--- src/design/clt_pkg.sv ---
// Shared types, constants and helper functions for the command line tokeniser.
// Used by the controller, the datapath and the top level; depends on nothing else.
package clt_pkg;

    localparam int HOLD_DEPTH_DEF = 32;
    localparam int CFG_IDX_W      = 2;
    localparam int CFG_DATA_W     = 8;

    localparam logic [7:0]  QUOTE_CHAR  = 8'h22;
    localparam logic [7:0]  EQUALS_CHAR = 8'h3D;
    localparam logic [7:0]  ZERO_BYTE   = 8'h00;
    localparam logic [15:0] COUNT_LIMIT = 16'hFFFE;

    typedef enum logic [CFG_IDX_W-1:0] {
        CFG_IGNORE_QUOTES = 2'd0,
        CFG_UPPER_KEYS    = 2'd1,
        CFG_KV_MODE       = 2'd2,
        CFG_SEPARATOR     = 2'd3
    } t_cfg_idx;

    typedef struct packed {
        logic [7:0] in_byte;
        logic       first_byte;
        logic       end_of_buffer;
    } t_in_req;

    typedef struct packed {
        logic [7:0]  out_byte;
        logic        byte_valid;
        logic [15:0] param_count;
        logic        parse_done;
        logic        run_last;
    } t_out_req;

    // What follows the release of the held bytes.
    typedef enum logic [1:0] {
        POST_STATUS = 2'd0,
        POST_EOB    = 2'd1,
        POST_NEW    = 2'd2,
        POST_APPEND = 2'd3
    } t_post;

    typedef struct packed {
        logic accept;
        logic eval;
        logic rd;
        logic emit;
        logic tail;
        logic tail_status;
        logic last;
        logic store;
        logic new_token;
    } t_cmd;

    typedef struct packed {
        logic finished;
        logic stop;
        logic eob;
        logic new_tok;
        logic full;
        logic cnt_zero;
        logic cnt_one;
        logic out_free;
    } t_stat;

    function automatic logic [7:0] to_upper(input logic [7:0] b);
        logic [7:0] r;
        r = b;
        if (b >= 8'h61 && b <= 8'h7A) begin
            r = b - 8'h20;
        end
        return r;
    endfunction

endpackage

--- src/design/command_line_tokenizer.sv ---
// Command line tokeniser top level: joins the controller and the datapath.
// Depends on clt_pkg, clt_ctrl and clt_dp.
//
// The block takes one command byte per request and rewrites it, turning unquoted
// separators, quotes (unless ignored) and (in key-value mode) unquoted equals signs
// into zero bytes. A byte that is only held is accepted, classified and then written
// into the hold. A byte that arrives after the end of a command is accepted and
// classified only. Releasing a held byte takes a hold memory read and then a write
// of the output register. The closing result, or the write of the byte that starts
// the next token, follows the release. The held token is limited to HOLD_DEPTH bytes,
// and a byte that meets a full hold first releases the oldest held byte and is then
// written into the hold. Output stalls hold back the release and the closing result.
// Input is stalled while a byte is in progress.
module command_line_tokenizer #(
    parameter int HOLD_DEPTH = clt_pkg::HOLD_DEPTH_DEF
) (
    input  logic                           i_clk,
    input  logic                           i_rst_n,
    input  logic                           i_in_valid,
    output logic                           o_in_stall,
    input  clt_pkg::t_in_req               i_in_data,
    output logic                           o_out_valid,
    input  logic                           i_out_stall,
    output clt_pkg::t_out_req              o_out_data,
    input  logic                           i_cfg_we,
    input  logic [clt_pkg::CFG_IDX_W-1:0]  i_cfg_index,
    input  logic [clt_pkg::CFG_DATA_W-1:0] i_cfg_data
);

    clt_pkg::t_cmd  cmd;
    clt_pkg::t_stat stat;

    clt_ctrl u_ctrl (
        .i_clk      (i_clk),
        .i_rst_n    (i_rst_n),
        .i_in_valid (i_in_valid),
        .i_stat     (stat),
        .o_cmd      (cmd),
        .o_in_stall (o_in_stall)
    );

    clt_dp #(
        .HOLD_DEPTH (HOLD_DEPTH)
    ) u_dp (
        .i_clk       (i_clk),
        .i_rst_n     (i_rst_n),
        .i_cmd       (cmd),
        .o_stat      (stat),
        .i_in_data   (i_in_data),
        .o_out_valid (o_out_valid),
        .i_out_stall (i_out_stall),
        .o_out_data  (o_out_data),
        .i_cfg_we    (i_cfg_we),
        .i_cfg_index (i_cfg_index),
        .i_cfg_data  (i_cfg_data)
    );

endmodule

--- src/design/clt_ctrl.sv ---
// Controller state machine of the command line tokeniser.
// Depends on clt_pkg; drives the datapath through t_cmd and reads t_stat.
module clt_ctrl (
    input  logic          i_clk,
    input  logic          i_rst_n,
    input  logic          i_in_valid,
    input  clt_pkg::t_stat i_stat,
    output clt_pkg::t_cmd  o_cmd,
    output logic          o_in_stall
);

    typedef enum logic [5:0] {
        S_IDLE  = 6'b000001,
        S_EVAL  = 6'b000010,
        S_RD    = 6'b000100,
        S_EMIT  = 6'b001000,
        S_TAIL  = 6'b010000,
        S_STORE = 6'b100000
    } t_state;

    t_state         r_state, n_state;
    clt_pkg::t_post r_post, n_post;

    always_ff @(posedge i_clk) begin
        if (!i_rst_n) begin
            r_state <= S_IDLE;
            r_post  <= clt_pkg::POST_STATUS;
        end else begin
            r_state <= n_state;
            r_post  <= n_post;
        end
    end

    always_comb begin
        n_state = r_state;
        n_post  = r_post;
        o_cmd   = '0;
        unique case (r_state)
            S_IDLE: begin
                if (i_in_valid) begin
                    o_cmd.accept = 1'b1;
                    n_state      = S_EVAL;
                end
            end
            S_EVAL: begin
                o_cmd.eval = 1'b1;
                if (i_stat.finished) begin
                    n_state = S_IDLE;
                end else if (i_stat.stop) begin
                    n_post  = clt_pkg::POST_STATUS;
                    n_state = i_stat.cnt_zero ? S_TAIL : S_RD;
                end else if (i_stat.eob) begin
                    n_post  = clt_pkg::POST_EOB;
                    n_state = i_stat.cnt_zero ? S_TAIL : S_RD;
                end else if (i_stat.new_tok) begin
                    n_post  = clt_pkg::POST_NEW;
                    n_state = i_stat.cnt_zero ? S_STORE : S_RD;
                end else begin
                    n_post  = clt_pkg::POST_APPEND;
                    n_state = i_stat.full ? S_RD : S_STORE;
                end
            end
            S_RD: begin
                o_cmd.rd = 1'b1;
                n_state  = S_EMIT;
            end
            S_EMIT: begin
                if (i_stat.out_free) begin
                    o_cmd.emit = 1'b1;
                    o_cmd.last = (r_post == clt_pkg::POST_APPEND) ||
                                 (i_stat.cnt_one && r_post == clt_pkg::POST_NEW);
                    if (r_post == clt_pkg::POST_APPEND) begin
                        n_state = S_STORE;
                    end else if (i_stat.cnt_one) begin
                        n_state = (r_post == clt_pkg::POST_NEW) ? S_STORE : S_TAIL;
                    end else begin
                        n_state = S_RD;
                    end
                end
            end
            S_TAIL: begin
                if (i_stat.out_free) begin
                    o_cmd.tail        = 1'b1;
                    o_cmd.tail_status = (r_post == clt_pkg::POST_STATUS);
                    n_state           = S_IDLE;
                end
            end
            S_STORE: begin
                o_cmd.store     = 1'b1;
                o_cmd.new_token = (r_post == clt_pkg::POST_NEW);
                n_state         = S_IDLE;
            end
            default: begin
                n_state = S_IDLE;
            end
        endcase
    end

    assign o_in_stall = (r_state != S_IDLE);

endmodule

--- src/design/clt_dp.sv ---
// Datapath of the command line tokeniser: configuration, parse state, hold memory
// and output register. Depends on clt_pkg; sequenced by clt_ctrl.
module clt_dp #(
    parameter int HOLD_DEPTH = clt_pkg::HOLD_DEPTH_DEF
) (
    input  logic                         i_clk,
    input  logic                         i_rst_n,
    input  clt_pkg::t_cmd                i_cmd,
    output clt_pkg::t_stat               o_stat,
    input  clt_pkg::t_in_req             i_in_data,
    output logic                         o_out_valid,
    input  logic                         i_out_stall,
    output clt_pkg::t_out_req            o_out_data,
    input  logic                         i_cfg_we,
    input  logic [clt_pkg::CFG_IDX_W-1:0]  i_cfg_index,
    input  logic [clt_pkg::CFG_DATA_W-1:0] i_cfg_data
);

    localparam int PW = (HOLD_DEPTH > 1) ? $clog2(HOLD_DEPTH) : 1;
    localparam int CW = $clog2(HOLD_DEPTH + 1);
    localparam int SW = CW + 1;

    logic        r_ignore_quotes, r_upper_keys, r_kv_mode;
    logic [7:0]  r_sep_char;

    logic [7:0]  r_byte, r_n;
    logic        r_eob;
    logic        r_in_string, r_prev_zero, r_finished, r_upper_flag;
    logic [15:0] r_bcount;
    logic [PW-1:0] r_head;
    logic [CW-1:0] r_cnt;

    logic [7:0]  mem [HOLD_DEPTH];
    logic [7:0]  r_rd_data;

    logic        r_out_valid;
    clt_pkg::t_out_req r_out;

    logic        is_quote, is_sep, is_eq, n_zero;
    logic [7:0]  n_byte;
    logic [SW-1:0] tail_sum;
    logic [PW-1:0] tail_ptr, head_inc;
    logic        out_free;

    always_comb begin
        is_quote = !r_ignore_quotes && (r_byte == clt_pkg::QUOTE_CHAR);
        is_sep   = !is_quote && !r_in_string && (r_byte == r_sep_char);
        is_eq    = !is_quote && !is_sep && !r_in_string && r_kv_mode &&
                   (r_byte == clt_pkg::EQUALS_CHAR);
        n_byte   = (is_quote || is_sep || is_eq) ? clt_pkg::ZERO_BYTE : r_byte;
        n_zero   = (n_byte == clt_pkg::ZERO_BYTE);
        tail_sum = SW'(r_head) + SW'(r_cnt);
        if (tail_sum >= SW'(HOLD_DEPTH)) begin
            tail_sum = tail_sum - SW'(HOLD_DEPTH);
        end
        tail_ptr = tail_sum[PW-1:0];
        head_inc = (r_head == PW'(HOLD_DEPTH - 1)) ? '0 : r_head + PW'(1);
        out_free = !r_out_valid || !i_out_stall;
    end

    always_comb begin
        o_stat.finished = r_finished;
        o_stat.stop     = (r_byte == clt_pkg::ZERO_BYTE) || (r_bcount >= clt_pkg::COUNT_LIMIT);
        o_stat.eob      = r_eob;
        o_stat.new_tok  = !n_zero && r_prev_zero;
        o_stat.full     = (r_cnt == CW'(HOLD_DEPTH));
        o_stat.cnt_zero = (r_cnt == '0);
        o_stat.cnt_one  = (r_cnt == CW'(1));
        o_stat.out_free = out_free;
    end

    always_ff @(posedge i_clk) begin
        if (!i_rst_n) begin
            r_ignore_quotes <= 1'b0;
            r_upper_keys    <= 1'b1;
            r_kv_mode       <= 1'b0;
            r_sep_char      <= 8'd32;
        end else if (i_cfg_we) begin
            unique case (clt_pkg::t_cfg_idx'(i_cfg_index))
                clt_pkg::CFG_IGNORE_QUOTES: r_ignore_quotes <= i_cfg_data[0];
                clt_pkg::CFG_UPPER_KEYS:    r_upper_keys    <= i_cfg_data[0];
                clt_pkg::CFG_KV_MODE:       r_kv_mode       <= i_cfg_data[0];
                clt_pkg::CFG_SEPARATOR:     r_sep_char      <= i_cfg_data[7:0];
                default: ;
            endcase
        end
    end

    always_ff @(posedge i_clk) begin
        if (i_cmd.accept) begin
            r_byte <= i_in_data.in_byte;
            r_eob  <= i_in_data.end_of_buffer;
        end
        if (i_cmd.eval) begin
            r_n <= n_byte;
        end
    end

    always_ff @(posedge i_clk) begin
        if (!i_rst_n) begin
            r_in_string  <= 1'b0;
            r_prev_zero  <= 1'b0;
            r_finished   <= 1'b1;
            r_upper_flag <= 1'b0;
            r_bcount     <= '0;
            r_head       <= '0;
            r_cnt        <= '0;
        end else begin
            if (i_cmd.accept && i_in_data.first_byte) begin
                r_in_string  <= 1'b0;
                r_prev_zero  <= 1'b1;
                r_finished   <= 1'b0;
                r_upper_flag <= 1'b0;
                r_bcount     <= '0;
                r_cnt        <= '0;
            end
            if (i_cmd.eval && !r_finished) begin
                if (o_stat.stop) begin
                    r_finished <= 1'b1;
                end else begin
                    if (is_quote) begin
                        r_in_string <= !r_in_string;
                    end
                    if (n_zero && !r_prev_zero) begin
                        r_bcount <= r_bcount + 16'd1;
                    end
                    r_prev_zero <= n_zero;
                    if (is_eq && r_upper_keys) begin
                        r_upper_flag <= 1'b1;
                    end
                    if (r_eob) begin
                        r_finished <= 1'b1;
                    end
                end
            end
            if (i_cmd.emit) begin
                r_head <= head_inc;
                r_cnt  <= r_cnt - CW'(1);
            end
            if (i_cmd.store) begin
                r_cnt <= r_cnt + CW'(1);
                if (i_cmd.new_token) begin
                    r_upper_flag <= 1'b0;
                end
            end
        end
    end

    always_ff @(posedge i_clk) begin
        if (i_cmd.store) begin
            mem[tail_ptr] <= r_n;
        end
        if (i_cmd.rd) begin
            r_rd_data <= mem[r_head];
        end
    end

    always_ff @(posedge i_clk) begin
        if (!i_rst_n) begin
            r_out_valid <= 1'b0;
        end else if (i_cmd.emit || i_cmd.tail) begin
            r_out_valid <= 1'b1;
        end else if (!i_out_stall) begin
            r_out_valid <= 1'b0;
        end
    end

    always_ff @(posedge i_clk) begin
        if (i_cmd.emit) begin
            r_out.out_byte    <= r_upper_flag ? clt_pkg::to_upper(r_rd_data) : r_rd_data;
            r_out.byte_valid  <= 1'b1;
            r_out.param_count <= r_bcount;
            r_out.parse_done  <= 1'b0;
            r_out.run_last    <= i_cmd.last;
        end else if (i_cmd.tail) begin
            r_out.out_byte    <= i_cmd.tail_status ? clt_pkg::ZERO_BYTE : r_n;
            r_out.byte_valid  <= !i_cmd.tail_status;
            r_out.param_count <= r_bcount;
            r_out.parse_done  <= 1'b1;
            r_out.run_last    <= 1'b1;
        end
    end

    assign o_out_valid = r_out_valid;
    assign o_out_data  = r_out;

endmodule

--- config.mk ---
export PLATFORM = sky130hd
export DESIGN_NAME = command_line_tokenizer
export DESIGN_NICKNAME = d
export VERILOG_FILES = /design/src/design/clt_pkg.sv /design/src/design/command_line_tokenizer.sv /design/src/design/clt_ctrl.sv /design/src/design/clt_dp.sv
export SDC_FILE = /design/constraint.sdc
export NUM_CORES = 1
export LEC_CHECK = 0
export ABC_CLOCK_PERIOD_IN_PS = 2600
export BUFFER_PORTS_ARGS = -buffer_cell sky130_fd_sc_hd__buf_2
export CORE_MARGIN = 3
export CORE_UTILIZATION = 40
export CTS_BUF_LIST = sky130_fd_sc_hd__clkbuf_4
export CTS_CLUSTER_SIZE = 16
export DETAILED_ROUTE_END_ITERATION = 6
export PLACE_DENSITY = 0.68
export SYNTH_ARGS = -nofsm -noshare
export SYNTH_HDL_FRONTEND = slang
export SYNTH_SLANG_ARGS = --single-unit
--- constraint.sdc ---
create_clock -name i_clk -period 2.6 [get_ports i_clk]
set_input_delay 0.39 -clock i_clk [delete_from_list [all_inputs] [get_ports i_clk]]
set_output_delay 0.39 -clock i_clk [all_outputs]
set_load 0.01 [all_outputs]
==> results.sh <==
export IMPL_status="finished with violations"
export IMPL_violations="design-rule violations"
export IMPL_die_area_mm2=0.0392
export IMPL_final_cells=1618
export IMPL_synth_cells=893
export IMPL_finalSetupViolations=0
export IMPL_fin_skew_ns=0.0454
export IMPL_min_path_type="in -> reg"
export IMPL_whs_endpoint="u_dp.o_out_data[24]$_DFFE_PP_"
export IMPL_track_usage_pct=16.8
export IMPL_total_power_mw=11.4
export IMPL_vias=8809
export IMPL_pin_count=54
export IMPL_start_util_pct=41.0
export IMPL_p_clk_share_pct=43.8
export IMPL_arrival_ns=2.95
export IMPL_antenna_found_initial=1
export IMPL_yosysWarnings=0
export IMPL_min_from="i_out_stall"
export IMPL_path_clk_slew_ns=0.07
export IMPL_fin_crit_sh_pct=96.2
export IMPL_cts_sinks=359
export IMPL_grt_max_degree=43
export IMPL_place_inst=1432
export IMPL_yosysSeqAreaShare_pct=69.4
export IMPL_grt_first_pass_wirelength_mm=50.5
export IMPL_switching_power_mw=2.38
export IMPL_startpoint_type="register"
export IMPL_wl_mm=32.7
export IMPL_fmax_mhz=400
export IMPL_numCtsBuffers=88
export IMPL_fin_nets=1121
export IMPL_clock_latency_ns=0.74
export IMPL_p_per_area_mw_per_mm2=652
export IMPL_p_seq_share_pct=54.7
export IMPL_critical_path_class="reg -> reg"
export IMPL_synth_nets=932
export IMPL_finalCriticalPeriod_ns=2.50
export IMPL_report_final_slew_viol_count=0
export IMPL_ant_nets=0
export IMPL_slew_headroom_pct=41.2
export IMPL_combPwrFrac_pct=1.5
export IMPL_root_buffer="clkbuf_4"
export IMPL_synth_ff_type="edfxtp_1"
export IMPL_p_leak_nw=5.83
export IMPL_reg2reg_setup_slack_ns=0.1
export IMPL_vias_per_cell=5.44
export IMPL_syn2layout_area_growth_pct=18.4
export IMPL_hold_viol_final=0
export IMPL_coreArea_mm2=0.0360
export IMPL_synth_edf_count=306
export IMPL_drive_above_1_share_pct=31.6
export IMPL_first_global_vias=8827
export IMPL_synth_async_reset_ratio_pct=0
export IMPL_ctsLongestPathBuffers=3
export IMPL_hold_depth=2
export IMPL_syn_area_mm2=0.0148
export IMPL_die_h_um=198
export IMPL_swShare_pct=20.9
export IMPL_syn_avg_cell_area_um2=16.5
export IMPL_port_buffers=53
export IMPL_worstPathRequired_ns=3.05
export IMPL_htreeDepth=3
export IMPL_cap_violations=0
export IMPL_die_w_um=198
export IMPL_ys_ff_latch=359
export IMPL_grt_remaining_overflow=0
export IMPL_r2r_start="u_dp.r_head[0]$_SDFFE_PN0P_"
export IMPL_yosysUniqueCellTypes=68
export IMPL_tightest_slew_ns=0.883
export IMPL_crit_fanout=8
export IMPL_place_gp_congestion=0.822
export IMPL_rows=69
export IMPL_firstDrtPassIters=7
export IMPL_reg2reg_depth=8
export IMPL_drtIter0Drc=869
export IMPL_cts_tree="yes"
export IMPL_place_hpwl_mm=20.5
export IMPL_power_internal_mw=9.01
export IMPL_wl_per_cell_um=20.2
export IMPL_worst_ir_drop_vdd_uv=247
export IMPL_drc=1
export IMPL_crit_path_end_kind="register"
export IMPL_regToRegEndpoint="u_dp.mem[19][6]$_DFFE_PP_"
export IMPL_n_fill_cell=3013
final cells by class:
type / instances / area, um2 / area share [%]
tap: 461 / 577 / 3.30
inverter: 10 / 37.5 / 0.215
clock inverter: 38 / 293 / 1.68
antenna: 2 / 5.00 / 0.0286
clock buffer: 125 / 938 / 5.37
multi-input combinational: 483 / 4340 / 24.8
timing repair buffer: 140 / 1030 / 5.91
sequential: 359 / 10300 / 58.7
kinds of logic (layout without fill, tap and decap cells):
kind of cell / count (synthesis) / count (layout) / share of synthesized area, %
compound gates: 107 / 107 / 5.05
xor+xnor: 15 / 15 / 0.890
fa+ha+maj: 14 / 14 / 1.24
buf+inv: 51 / 313 / 1.56
flops: 359 / 359 / 69.4
mux: 94 / 94 / 13.2
other cells: 0 / 2 / 0
simple gates: 253 / 253 / 8.57
worst max-delay path, stage by stage, from the launching register on:
cell     delay, ns
dfxtp_4       0.36
ha_1          0.20
fa_1          0.40
a21o_1        0.20
a21oi_4       0.18
xnor2_4       0.15
or3_4         0.42
nor2_1        0.14
buf_4         0.19
synthesized netlist by cell type (5+ instances only):
master	count	area [um2]
buf_2	7	35.0
inv_1	10	37.5
nor3_1	5	25.0
nand2_1	62	233
a41oi_1	6	52.6
mux4_2	80	1800
and3_1	17	106
clkbuf_1	23	86.3
o21ai_1	5	25.0
xnor2_1	11	96.3
a22o_1	5	43.8
edfxtp_1	306	9190
nand4b_1	5	43.8
nor2_1	74	278
nand3_1	29	145
buf_1	6	22.5
dfxtp_1	53	1060
mux2_2	8	90.1
ha_1	13	163
a21oi_1	32	160
nand4_1	6	37.5
o21ai_0	9	45.0
nand2b_1	5	31.3
and2_1	21	131
a31oi_1	15	93.8
cells in the final DEF (no fill, tap or decap), types with 3 or more instances in the layout:
cell type and instances:
buf_4 61, nand2b_1 5, a21boi_0 3, o21ai_0 9, mux2_2 8, nand2_1 61, a31oi_1 15, a21oi_1 30
nand3_1 29, nand3b_1 3, clkinv_2 4, inv_1 10, nand4_1 6, clkbuf_4 125, nand4b_1 5, and2_1 21
nor3_1 5, buf_12 5, o21ai_1 5, xor2_1 4, clkinv_1 25, mux4_2 80, and4_1 4, edfxtp_1 306
xnor2_1 10, a22o_1 5, mux2i_1 4, nor2_1 73, a211oi_1 3, and3_1 17, a41oi_1 6, ha_1 13
buf_2 53, dlygate4sd3_1 21, nor3b_1 4, bufinv_16 5, dfxtp_1 51
layer usage:
| layer | part of all wire, % | global-route usage [%] | vias to the layer above |
|---|---|---|---|
| met5 | 0 | 0 | - |
| met4 | 2.1 | 6.26 | 0 |
| met3 | 8.2 | 4.24 | 57 |
| met2 | 48 | 26.7 | 389 |
| met1 | 42 | 22.8 | 4378 |
| li1 | - | - | 3985 |
how the worst max path moves through the flow:
stage | startpoint | end | slack, ns
floorplan | u_dp.r_cnt[0]$_SDFFE_PN0P_ | u_dp.mem[17][0]$_DFFE_PP_ | -0.09
global placement | u_dp.r_head[0]$_SDFFE_PN0P_ | u_dp.mem[16][0]$_DFFE_PP_ | 0.04
detailed placement | u_dp.r_head[0]$_SDFFE_PN0P_ | u_dp.mem[21][5]$_DFFE_PP_ | -0.01
CTS | u_dp.r_head[0]$_SDFFE_PN0P_ | u_dp.mem[7][5]$_DFFE_PP_ | -0.006
global route | u_dp.r_head[0]$_SDFFE_PN0P_ | u_dp.mem[19][6]$_DFFE_PP_ | -0.000002
finish | u_dp.r_head[0]$_SDFFE_PN0P_ | u_dp.mem[19][6]$_DFFE_PP_ | 0.1
repair_timing:
item | CTS | global route
pin swaps | 0 | 1
setup endpoints to repair | 1 | 251
gates cloned | 0 | 0
buffers inserted | 0 | 0
gates resized for setup | 1 | 6
hold buffers | 21 | 0
endpoints found under the hold margin | 23 | 0
through the flow:
| stage | TNS (ns) | hold slack, ns | area (um2) | utilization (%) | worst slack (ns) |
|---|---|---|---|---|---|
| after floorplan | -4.97 | 0.440 | 14800 | - | -0.0914 |
| after global placement | 0 | 0.437 | 16000 | 44.4 | 0.0381 |
| after detailed placement | -0.169 | 0.443 | 16000 | 44.4 | -0.0147 |
| after CTS | -0.0112 | 0.00834 | 17400 | 48.4 | -0.00562 |
| after global routing | -0.00000200 | 0.0308 | 17500 | 48.5 | -0.00000200 |
| final | 0 | 0.0563 | 17500 | 48.5 | 0.0977 |
flip-flops by register name, summed over array words and instances, names as in the netlist:
register,cells
u_ctrl.r_post,2
u_ctrl.r_state,6
u_dp.mem,256
u_dp.o_out_data,27
u_dp.o_out_valid,1
u_dp.r_bcount,16
u_dp.r_byte,8
u_dp.r_cnt,6
u_dp.r_eob,1
u_dp.r_finished,1
u_dp.r_head,5
u_dp.r_ignore_quotes,1
u_dp.r_in_string,1
u_dp.r_kv_mode,1
u_dp.r_n,8
u_dp.r_prev_zero,1
u_dp.r_rd_data,8
u_dp.r_sep_char,8
u_dp.r_upper_flag,1
u_dp.r_upper_keys,1
power groups by stage:
stage	combinational [mW]	clock, mW	sequential, mW
finish	0.171	4.99	6.23
global route	0.187	5.44	6.23
CTS	0.169	5.13	6.23
detailed placement	0.145	0	6.36
global placement	0.142	0	6.36
floorplan	0.0791	0	6.35
Power figures use the tool's default switching activity.
